==> src/hdl/ffa_pkg.sv <==
// Shared constants and types for the first-fit block allocator.
// No dependencies; imported by ffa_ram users and the top level.
`default_nettype none

package ffa_pkg;

    // Cell store size and derived widths
    localparam int MEM_CELLS = 128;
    localparam int ADDR_W    = (MEM_CELLS > 1) ? $clog2(MEM_CELLS) : 1;
    localparam int CNT_W     = $clog2(MEM_CELLS + 1);
    localparam int OWNER_W   = 16;

    // Reset values
    localparam logic [7:0]         CELLS_RESET  = 8'd128;
    localparam logic [OWNER_W-1:0] HANDLE_FIRST = 16'd1;
    localparam logic [31:0]        HANDLE_MAX   = 32'd65535;

    // Command codes
    localparam logic [1:0] CMD_ALLOC  = 2'd0;
    localparam logic [1:0] CMD_ERASE  = 2'd1;
    localparam logic [1:0] CMD_DEFRAG = 2'd2;

    // Status codes
    localparam logic [2:0] STAT_ALLOC_OK   = 3'd0;
    localparam logic [2:0] STAT_ALLOC_FAIL = 3'd1;
    localparam logic [2:0] STAT_ERASED     = 3'd2;
    localparam logic [2:0] STAT_BAD_ERASE  = 3'd3;
    localparam logic [2:0] STAT_DEFRAG     = 3'd4;

    typedef enum logic [2:0] {
        S_IDLE,
        S_ALLOC_SCAN,
        S_ALLOC_FILL,
        S_ERASE_SCAN,
        S_DEFRAG_SCAN,
        S_DEFRAG_CLEAR
    } state_t;

endpackage

`default_nettype wire

==> src/hdl/ffa_ram.sv <==
// Generic single-write, single-read RAM with a registered read port.
// No dependencies.
`default_nettype none

module ffa_ram #(
    parameter int WIDTH = 16,
    parameter int DEPTH = 128
) (
    input  wire logic                                       clk,
    input  wire logic                                       wr_en,
    input  wire logic [((DEPTH > 1) ? $clog2(DEPTH) : 1)-1:0] wr_addr,
    input  wire logic [WIDTH-1:0]                           wr_data,
    input  wire logic                                       rd_en,
    input  wire logic [((DEPTH > 1) ? $clog2(DEPTH) : 1)-1:0] rd_addr,
    output logic      [WIDTH-1:0]                           rd_data
);

    logic [WIDTH-1:0] mem [DEPTH];
    logic [WIDTH-1:0] rd_data_reg;

    always_ff @(posedge clk)
    begin
        if (wr_en)
        begin
            mem[wr_addr] <= wr_data;
        end
        if (rd_en)
        begin
            rd_data_reg <= mem[rd_addr];
        end
    end

    assign rd_data = rd_data_reg;

endmodule

`default_nettype wire

==> src/hdl/first_fit_block_allocator.sv <==
// First-fit contiguous cell allocator with compaction: top level.
// Depends on ffa_pkg and ffa_ram.
`default_nettype none

// Channel     | Signals                        | Handshake
// ------------+--------------------------------+------------------------------------
// request     | command, operand               | taken when start && !busy
// result      | status, handle                 | done high for one cycle, no stall
// config      | cfg_data (cells_in_use)        | written when cfg_valid && cfg_ready
//
// Operation: allocate scans for a free run, then writes each claimed cell;
// erase scans once; defragment does a read pass, then a zero-fill of the
// tail. Each scan covers the managed cell count. The owner RAM has one
// read and one write port, so scans go one cell a cycle.
// Requests that fail their argument checks answer in the next cycle.
// Reset: all cells read as free through per-entry valid bits cleared at once,
// so no clearing pass is needed; the handle counter restarts at 1.
// The result receiver cannot stall; a new request may arrive during done.

module first_fit_block_allocator
    import ffa_pkg::*;
(
    input  wire logic               clk,
    input  wire logic               rst_n,
    // request
    input  wire logic               start,
    output logic                    busy,
    input  wire logic [1:0]         command,
    input  wire logic signed [31:0] operand,
    // result
    output logic                    done,
    output logic [2:0]              status,
    output logic [15:0]             handle,
    // configuration
    input  wire logic               cfg_valid,
    output logic                    cfg_ready,
    input  wire logic [7:0]         cfg_data
);

    state_t state_reg, state_next;

    logic [7:0]         cells_in_use_reg;
    logic [OWNER_W-1:0] next_handle_reg, next_handle_next;
    logic [31:0]        operand_reg, operand_next;

    // scan read pipeline
    logic [CNT_W-1:0]   rd_cnt_reg, rd_cnt_next;
    logic               rd_pend_reg;
    logic [ADDR_W-1:0]  rd_idx_reg;
    logic               vld_q_reg;

    // per-operation bookkeeping
    logic [CNT_W-1:0]   run_reg, run_next;
    logic [ADDR_W-1:0]  start_idx_reg, start_idx_next;
    logic [ADDR_W-1:0]  end_idx_reg, end_idx_next;
    logic [ADDR_W-1:0]  fill_idx_reg, fill_idx_next;
    logic               found_reg, found_next;
    logic [CNT_W-1:0]   w_reg, w_next;

    // result register
    logic               done_reg, done_next;
    logic [2:0]         status_reg, status_next;
    logic [15:0]        handle_reg, handle_next;

    // valid bit per cell: an unwritten cell reads as free
    logic [MEM_CELLS-1:0] vld_reg;

    // RAM ports
    logic               wr_en;
    logic [ADDR_W-1:0]  wr_addr;
    logic [OWNER_W-1:0] wr_data;
    logic               rd_en;
    logic [ADDR_W-1:0]  rd_addr;
    logic [OWNER_W-1:0] rd_data;

    logic [CNT_W-1:0]   n_cells;
    logic [OWNER_W-1:0] owner;
    logic               last;
    logic [CNT_W-1:0]   run_inc;
    logic [CNT_W-1:0]   size;
    logic [31:0]        op_u;
    logic               alloc_bad;
    logic               erase_bad;

    ffa_ram #(
        .WIDTH (OWNER_W),
        .DEPTH (MEM_CELLS)
    ) u_owner_ram (
        .clk     (clk),
        .wr_en   (wr_en),
        .wr_addr (wr_addr),
        .wr_data (wr_data),
        .rd_en   (rd_en),
        .rd_addr (rd_addr),
        .rd_data (rd_data)
    );

    // Managed count: the register capped at the store size
    assign n_cells = (32'(cells_in_use_reg) > MEM_CELLS) ? CNT_W'(MEM_CELLS)
                                                          : CNT_W'(cells_in_use_reg);

    assign owner   = vld_q_reg ? rd_data : '0;
    assign last    = rd_pend_reg && (CNT_W'(rd_idx_reg) + 1'b1 == n_cells);
    assign run_inc = run_reg + 1'b1;
    assign size    = CNT_W'(operand_reg);
    assign op_u    = operand;

    assign alloc_bad = op_u[31] || (op_u == 32'd0) || (op_u > 32'(n_cells))
                       || (next_handle_reg == '0);
    assign erase_bad = op_u[31] || (op_u == 32'd0) || (op_u > HANDLE_MAX)
                       || ((next_handle_reg != '0) && (op_u >= 32'(next_handle_reg)))
                       || (n_cells == '0);

    // Issue one sequential read a cycle while scanning
    assign rd_addr = rd_cnt_reg[ADDR_W-1:0];
    assign rd_en   = ((state_reg == S_ALLOC_SCAN) || (state_reg == S_ERASE_SCAN)
                      || (state_reg == S_DEFRAG_SCAN)) && (rd_cnt_reg < n_cells);

    always_comb
    begin
        state_next       = state_reg;
        next_handle_next = next_handle_reg;
        operand_next     = operand_reg;
        rd_cnt_next      = rd_cnt_reg;
        run_next         = run_reg;
        start_idx_next   = start_idx_reg;
        end_idx_next     = end_idx_reg;
        fill_idx_next    = fill_idx_reg;
        found_next       = found_reg;
        w_next           = w_reg;
        done_next        = 1'b0;
        status_next      = status_reg;
        handle_next      = handle_reg;
        wr_en            = 1'b0;
        wr_addr          = '0;
        wr_data          = '0;

        if (rd_en)
        begin
            rd_cnt_next = rd_cnt_reg + 1'b1;
        end

        case (state_reg)
            S_IDLE:
            begin
                if (start)
                begin
                    operand_next = op_u;
                    rd_cnt_next  = '0;
                    run_next     = '0;
                    found_next   = 1'b0;
                    w_next       = '0;
                    handle_next  = '0;
                    case (command)
                        CMD_ALLOC:
                        begin
                            if (alloc_bad)
                            begin
                                done_next   = 1'b1;
                                status_next = STAT_ALLOC_FAIL;
                            end
                            else
                            begin
                                state_next = S_ALLOC_SCAN;
                            end
                        end
                        CMD_ERASE:
                        begin
                            if (erase_bad)
                            begin
                                done_next   = 1'b1;
                                status_next = STAT_BAD_ERASE;
                            end
                            else
                            begin
                                state_next = S_ERASE_SCAN;
                            end
                        end
                        default:
                        begin
                            // unused command code acts as defragment
                            if (n_cells == '0)
                            begin
                                done_next   = 1'b1;
                                status_next = STAT_DEFRAG;
                            end
                            else
                            begin
                                state_next = S_DEFRAG_SCAN;
                            end
                        end
                    endcase
                end
            end

            S_ALLOC_SCAN:
            begin
                if (rd_pend_reg)
                begin
                    if (owner == '0)
                    begin
                        run_next = run_inc;
                        if (run_reg == '0)
                        begin
                            start_idx_next = rd_idx_reg;
                        end
                        if (run_inc == size)
                        begin
                            // run long enough: claim it
                            end_idx_next  = rd_idx_reg;
                            fill_idx_next = (run_reg == '0) ? rd_idx_reg : start_idx_reg;
                            state_next    = S_ALLOC_FILL;
                        end
                        else if (last)
                        begin
                            done_next   = 1'b1;
                            status_next = STAT_ALLOC_FAIL;
                            state_next  = S_IDLE;
                        end
                    end
                    else
                    begin
                        run_next = '0;
                        if (last)
                        begin
                            done_next   = 1'b1;
                            status_next = STAT_ALLOC_FAIL;
                            state_next  = S_IDLE;
                        end
                    end
                end
            end

            S_ALLOC_FILL:
            begin
                wr_en         = 1'b1;
                wr_addr       = fill_idx_reg;
                wr_data       = next_handle_reg;
                fill_idx_next = fill_idx_reg + 1'b1;
                if (fill_idx_reg == end_idx_reg)
                begin
                    done_next        = 1'b1;
                    status_next      = STAT_ALLOC_OK;
                    handle_next      = next_handle_reg;
                    next_handle_next = next_handle_reg + 1'b1;
                    state_next       = S_IDLE;
                end
            end

            S_ERASE_SCAN:
            begin
                if (rd_pend_reg)
                begin
                    if (owner == operand_reg[OWNER_W-1:0])
                    begin
                        wr_en      = 1'b1;
                        wr_addr    = rd_idx_reg;
                        found_next = 1'b1;
                    end
                    if (last)
                    begin
                        done_next   = 1'b1;
                        status_next = (found_reg || (owner == operand_reg[OWNER_W-1:0]))
                                      ? STAT_ERASED : STAT_BAD_ERASE;
                        state_next  = S_IDLE;
                    end
                end
            end

            S_DEFRAG_SCAN:
            begin
                if (rd_pend_reg)
                begin
                    // write pointer never passes the read pointer
                    if (owner != '0)
                    begin
                        wr_en   = 1'b1;
                        wr_addr = w_reg[ADDR_W-1:0];
                        wr_data = owner;
                        w_next  = w_reg + 1'b1;
                    end
                    if (last)
                    begin
                        state_next = S_DEFRAG_CLEAR;
                    end
                end
            end

            S_DEFRAG_CLEAR:
            begin
                if (w_reg == n_cells)
                begin
                    done_next   = 1'b1;
                    status_next = STAT_DEFRAG;
                    state_next  = S_IDLE;
                end
                else
                begin
                    wr_en   = 1'b1;
                    wr_addr = w_reg[ADDR_W-1:0];
                    w_next  = w_reg + 1'b1;
                end
            end

            default:
            begin
                state_next = S_IDLE;
            end
        endcase
    end

    always_ff @(posedge clk or negedge rst_n)
    begin
        if (!rst_n)
        begin
            state_reg        <= S_IDLE;
            cells_in_use_reg <= CELLS_RESET;
            next_handle_reg  <= HANDLE_FIRST;
            rd_pend_reg      <= 1'b0;
            done_reg         <= 1'b0;
            vld_reg          <= '0;
        end
        else
        begin
            state_reg       <= state_next;
            next_handle_reg <= next_handle_next;
            rd_pend_reg     <= rd_en;
            done_reg        <= done_next;
            if (cfg_valid && cfg_ready)
            begin
                cells_in_use_reg <= cfg_data;
            end
            if (wr_en)
            begin
                vld_reg[wr_addr] <= 1'b1;
            end
        end
    end

    // Payload and bookkeeping registers: no reset needed
    always_ff @(posedge clk)
    begin
        operand_reg   <= operand_next;
        rd_cnt_reg    <= rd_cnt_next;
        rd_idx_reg    <= rd_addr;
        vld_q_reg     <= vld_reg[rd_addr];
        run_reg       <= run_next;
        start_idx_reg <= start_idx_next;
        end_idx_reg   <= end_idx_next;
        fill_idx_reg  <= fill_idx_next;
        found_reg     <= found_next;
        w_reg         <= w_next;
        status_reg    <= status_next;
        handle_reg    <= handle_next;
    end

    assign busy      = (state_reg != S_IDLE);
    assign cfg_ready = !busy;
    assign done      = done_reg;
    assign status    = status_reg;
    assign handle    = handle_reg;

`ifndef SYNTH
    // Results appear only after a request or ongoing work
    a_done_source: assert property (@(posedge clk) disable iff (!rst_n)
        done |-> $past(busy || start))
        else $error("result strobe without a request");

    // The owner store is written only while a request is in progress
    a_write_busy: assert property (@(posedge clk) disable iff (!rst_n)
        wr_en |-> busy)
        else $error("owner RAM write while idle");

    // A successful allocation always carries a nonzero handle, others zero
    a_handle_ok: assert property (@(posedge clk) disable iff (!rst_n)
        (done && (status == STAT_ALLOC_OK)) |-> (handle != '0))
        else $error("allocation returned handle zero");

    a_handle_zero: assert property (@(posedge clk) disable iff (!rst_n)
        (done && (status != STAT_ALLOC_OK)) |-> (handle == '0))
        else $error("nonzero handle on a non-allocation result");

    // Claim fill never runs past the end of the found run
    a_fill_bound: assert property (@(posedge clk) disable iff (!rst_n)
        (state_reg == S_ALLOC_FILL) |-> (fill_idx_reg <= end_idx_reg))
        else $error("fill index beyond claimed run");
`endif

endmodule

`default_nettype wire
==> config.mk <==
export PLATFORM = sky130hd
export DESIGN_NAME = first_fit_block_allocator
export DESIGN_NICKNAME = d
export VERILOG_FILES = /design/src/hdl/ffa_pkg.sv /design/src/hdl/ffa_ram.sv /design/src/hdl/first_fit_block_allocator.sv
export SDC_FILE = /design/constraint.sdc
export NUM_CORES = 2
export LEC_CHECK = 0
export BUFFER_PORTS_ARGS = -buffer_cell sky130_fd_sc_hd__clkbuf_2
export CAP_MARGIN = 20
export CORE_UTILIZATION = 46
export DETAILED_ROUTE_END_ITERATION = 6
export GPL_ROUTABILITY_DRIVEN = 1
export GPL_TIMING_DRIVEN = 0
export HOLD_SLACK_MARGIN = 0.08
export SLEW_MARGIN = 20
export SYNTH_ARGS = -nofsm -noshare
export SYNTH_HDL_FRONTEND = slang
export SYNTH_SLANG_ARGS = --single-unit
==> constraint.sdc <==
create_clock -name clk -period 5.8 [get_ports clk]
set_clock_uncertainty 0.2 [all_clocks]
set_input_delay 0.29 -clock clk [delete_from_list [all_inputs] [get_ports clk]]
set_output_delay 0.29 -clock clk [all_outputs]
set_load 0.005 [all_outputs]
==> run summary <==
Post-CTS repair changed the size of 0 cells. The number of global-route vias before repair is 46,100. For the clock group share of total power, the log shows 0.282. The largest family of logic cells by synthesized area was multiplexers. Synthesis inferred 2,310 register bits. Entering global routing, the biggest net connects 81 pins. Setup repair after global routing left no endpoint under its margin. For this run, the slowest stage of the critical path takes 0.65 ns. In the synthesized netlist the dominant register cell turns out to be sky130_fd_sc_hd__edfxtp_1. The initial core utilization is 0.463.

Power share of the sequential group: 0.397. The slowest stage of the critical path is the sky130_fd_sc_hd__clkbuf_2 cell. After clock tree synthesis, the setup repair step added 0 buffers. Once detail routing completed, the nets flagged for antenna violations numbered 0. Switching part of the total power: 0.329.

In this run the critical register-to-register path is launched from vld_q_reg$_DFF_P_. Critical path class: reg2reg. Data required time at the worst endpoint: 6.16 ns. The endpoint identified for the worst register-to-register timing path is u_owner_ram.mem[24][6]$_DFFE_PP_. The worst hold path belongs to the class in2reg. The total power density per cell area was 487 mW/mm^2; the die span in y was 448 um. IR analysis of the VDD net gives a maximum drop of 0.000311 V. Master cell of the clock root buffer: sky130_fd_sc_hd__clkbuf_16. The worst register-to-register path has a setup slack of 0.32 ns. The number of cell instances on the worst register-to-register path was 13; the proportion of synthesized flip-flops having asynchronous set or reset was 0.0680.

The synthesis warning total was 0; the area of the core was 0.197 sq mm. The global router's overall resource usage is 0.239. Together, buffers and inverters on the worst path number 6. After synthesis, the netlist uses 72 different library cells. Hold is met by 0.192 ns.

The count of buffers from port buffering came out at 67. The number of flip-flops in the largest register is 2,048, and the share of total power in combinational logic is 0.322. After the last flow step, the layout net total stands at 4,811. Compared with the post-synthesis result, the final layout area differs by 15.7%.

Counting along the longest clock path gives a buffer depth of 3. The cell count after synthesis came out at 4,208. The placed instances occupy a cell area of 0.0978 sq mm.

The simple-gate area share of the yosys netlist was 0.0236; the worst-case headroom to the max-slew limit was 0.131. For this design the static power due to leakage is 34.4 nW. The routed design could run at a clock period as short as 5.48 ns.

TritonCTS built the clock tree. Final RePlAce weighted congestion: 0.960. The number of placement rows is 163, and the wire length per cell is 31.3 um. The analysis attributes to net switching a power of 17.0 mW. The final period utilization came out at 0.946. The run gives 0 as the remaining design rule violation count. The most numerous cell type found on the critical path is sky130_fd_sc_hd__buf_2.

Number of violations of the max-capacitance limit: 0. The post-synthesis compound-gate area fraction was 0.0229; the multiplexer fraction of the synthesized cell area was 0.181. In this run the cell area of the synthesized design comes to 0.0915 sq mm. Traced cell by cell, the critical path runs through buf_2 -> buf_4 -> nand4_1 -> a22oi_1 -> nand4_1 -> nor3_1 -> buf_2 -> buf_2 -> or3_1 -> nand4_2 -> clkbuf_2 -> nor2_2 -> buf_6. The clock transition at the registers of the reported paths came out at 0.06 ns. The tools report the number of detailed-route iterations in the first pass as 6. The area share of fa/ha/maj cells after synthesis is 0.00533. The flow ran to the end, and the final reports show no timing, DRC or antenna violations. Detailed routing inserted a total of 45,400 vias. The number of antenna violations at the first check in global routing is 26.

The routed design has 237 mm of wire. For the internal power summed over all cells, the log shows 34.6 mW. The logs give 0.182 GHz for the highest attainable clock frequency and 2,310 for the number of sinks on the clock net. The floorplan step defined a die boundary enclosing 0.201 sq mm. Number of clock buffers inserted by TritonCTS: 227.

Yosys mapped a number of flops with a built-in enable equal to 2,137. The worst-margin pin slew was 1.30 ns; the sequential element share of the synthesized area was 0.748. The path with the worst hold slack has its endpoint at state_reg[1]$_DFFE_PN0P_. The die is 448 um wide. Post-synthesis area per instance: 21.7 sq um. The post-synthesis net count was 4,293. The run gives 0 as the final number of hold-violating endpoints. The worst hold path passes through 8 cells. The startpoint identified for the worst hold timing path is operand[25].

Among cell families on the critical path, the largest total delay comes from simple AND/OR/NAND/NOR gates. The later pin in the worst-skew pair is clocked with a latency of 0.88 ns. Buffers inserted to repair hold after CTS numbered 67. The max-slew violation total from the final report was 0. The setup-violating endpoint count in the final report is 0. For this block, the initial DRC count from the detailed router was 5,129. The finished layout cell area was 0.106 sq mm. The tools report the element type at the critical path start as a register. The critical path data arrival time was 5.85 ns; the number of primary I/O pins was 68. The final HPWL from detailed placement is 164 mm, and the worst-path maximum fanout is 10. Global routing finished with a remaining overflow of 0. In the routed layout, each cell is associated on average with a via count of 5.99. In this run the number of H-tree levels came out at 4.

The worst setup path is captured at a register. The proportion of layout cells with a drive suffix above 1 is 0.313. The parity-gate share of the synthesized area counting xor and xnor cells came out at 0.00651. The wire length of the first global-routing pass was 338 mm; the power after layout was 51.5 mW.
## Yosys cell counts, types with 10 or more instances
library cell / instances / share of area
sky130_fd_sc_hd__nor4_1: 23 / 0.0016
sky130_fd_sc_hd__o31ai_1: 31 / 0.0025
sky130_fd_sc_hd__nand2_1: 46 / 0.0019
sky130_fd_sc_hd__nor2_1: 180 / 0.0074
sky130_fd_sc_hd__and3_1: 12 / 0.00082
sky130_fd_sc_hd__buf_2: 20 / 0.0011
sky130_fd_sc_hd__dfxtp_1: 16 / 0.0035
sky130_fd_sc_hd__ha_1: 39 / 0.0053
sky130_fd_sc_hd__nand2b_1: 11 / 0.00075
sky130_fd_sc_hd__o21bai_1: 95 / 0.0078
sky130_fd_sc_hd__buf_1: 67 / 0.0027
sky130_fd_sc_hd__clkbuf_1: 160 / 0.0066
sky130_fd_sc_hd__a21o_1: 26 / 0.0021
sky130_fd_sc_hd__nor3_1: 46 / 0.0025
sky130_fd_sc_hd__mux4_2: 714 / 0.18
sky130_fd_sc_hd__inv_1: 62 / 0.0025
sky130_fd_sc_hd__or2_2: 12 / 0.00082
sky130_fd_sc_hd__a21oi_1: 24 / 0.0013
sky130_fd_sc_hd__xnor2_1: 44 / 0.0042
sky130_fd_sc_hd__nand4_1: 25 / 0.0017
sky130_fd_sc_hd__o21ai_0: 34 / 0.0019
sky130_fd_sc_hd__edfxtp_1: 2137 / 0.70
sky130_fd_sc_hd__dfrtp_1: 155 / 0.042
sky130_fd_sc_hd__mux2_2: 32 / 0.0039
sky130_fd_sc_hd__nand3_1: 30 / 0.0016
sky130_fd_sc_hd__nand3b_1: 10 / 0.00082
sky130_fd_sc_hd__xor2_1: 24 / 0.0023
sky130_fd_sc_hd__a22oi_1: 13 / 0.0011
## through the flow
stage	std cells	util	TNS, ns	setup slack, ns
after floorplan	4208	-	0	1.16
after global placement	6915	0.482	-1057.95	-1.22
after detailed placement	7066	0.496	0	0.521
after CTS	7562	0.536	0	0.503
after global routing	7567	0.536	0	0.105
final	7569	0.536	0	0.315
## layer usage
layer,GRT usage,share of wire
met1,0.342,0.42
met2,0.375,0.47
met3,0.0473,0.080
met4,0.0726,0.029
met5,0,0.000055
## cell type report
type,count,area (sq um)
clock inverters,143,1310
clock buffers,286,6000
diodes,3,7.51
plain buffers,251,1050
flip-flops and latches,2310,68400
inverters,62,233
fillers,15200,91500
repair buffers,289,3040
well taps,2640,3300
multi-input cells,1585,22500
## cells by family (layout without fill, tap and decap cells)
| group | count (synthesis) | in the layout |
|---|---|---|
| xor gates and xnor gates | 68 | 68 |
| and+or+nand+nor | 435 | 435 |
| adders and majority gates | 39 | 39 |
| muxes | 754 | 754 |
| other | 0 | 3 |
| DFF | 2310 | 2310 |
| AOI/OAI and AO/OA | 289 | 289 |
| buffers and inverters | 313 | 1031 |
## how the worst max path moves through the flow
stage	startpoint	to	slack (ns)	depth (start not counted)
global placement	vld_q_reg$_DFF_P_	u_owner_ram.mem[72][4]$_DFFE_PP_	-1.22	12
finish	vld_q_reg$_DFF_P_	u_owner_ram.mem[24][6]$_DFFE_PP_	0.32	13
CTS	vld_q_reg$_DFF_P_	u_owner_ram.mem[64][12]$_DFFE_PP_	0.50	13
detailed placement	vld_q_reg$_DFF_P_	u_owner_ram.mem[64][4]$_DFFE_PP_	0.52	13
floorplan	cells_in_use_reg[7]$_DFFE_PN1P_	u_owner_ram.mem[80][0]$_DFFE_PP_	1.16	10
global route	vld_q_reg$_DFF_P_	u_owner_ram.mem[64][12]$_DFFE_PP_	0.10	13
## worst min-delay path, stage by stage
cell	delay [ns]
sky130_fd_sc_hd__clkbuf_2	0.07
sky130_fd_sc_hd__nor4_1	0.04
sky130_fd_sc_hd__nand4_1	0.12
sky130_fd_sc_hd__a2111oi_0	0.08
sky130_fd_sc_hd__o31a_1	0.14
sky130_fd_sc_hd__o31a_1	0.32
sky130_fd_sc_hd__nand2_1	0.07
sky130_fd_sc_hd__o31ai_1	0.07
## cell usage in the layout (no fill, tap or decap), drive strengths merged, types with 47 or more instances in the layout
master       instances
clkinv             107
dlygate4sd3         67
o21bai              97
mux4               714
buf                240
nor2               180
dfrtp              155
clkbuf             519
inv                 72
nor3                47
edfxtp            2137
## power groups by stage
stage	Clock, mW	Combinational (mW)	Sequential, mW
floorplan	0	9.49	20.6
global placement	0	15.7	20.9
detailed placement	0	16.4	20.8
CTS	14.7	16.5	20.4
global route	15.3	17.2	20.5
finish	14.5	16.6	20.4
Power figures use the tool's default switching activity.
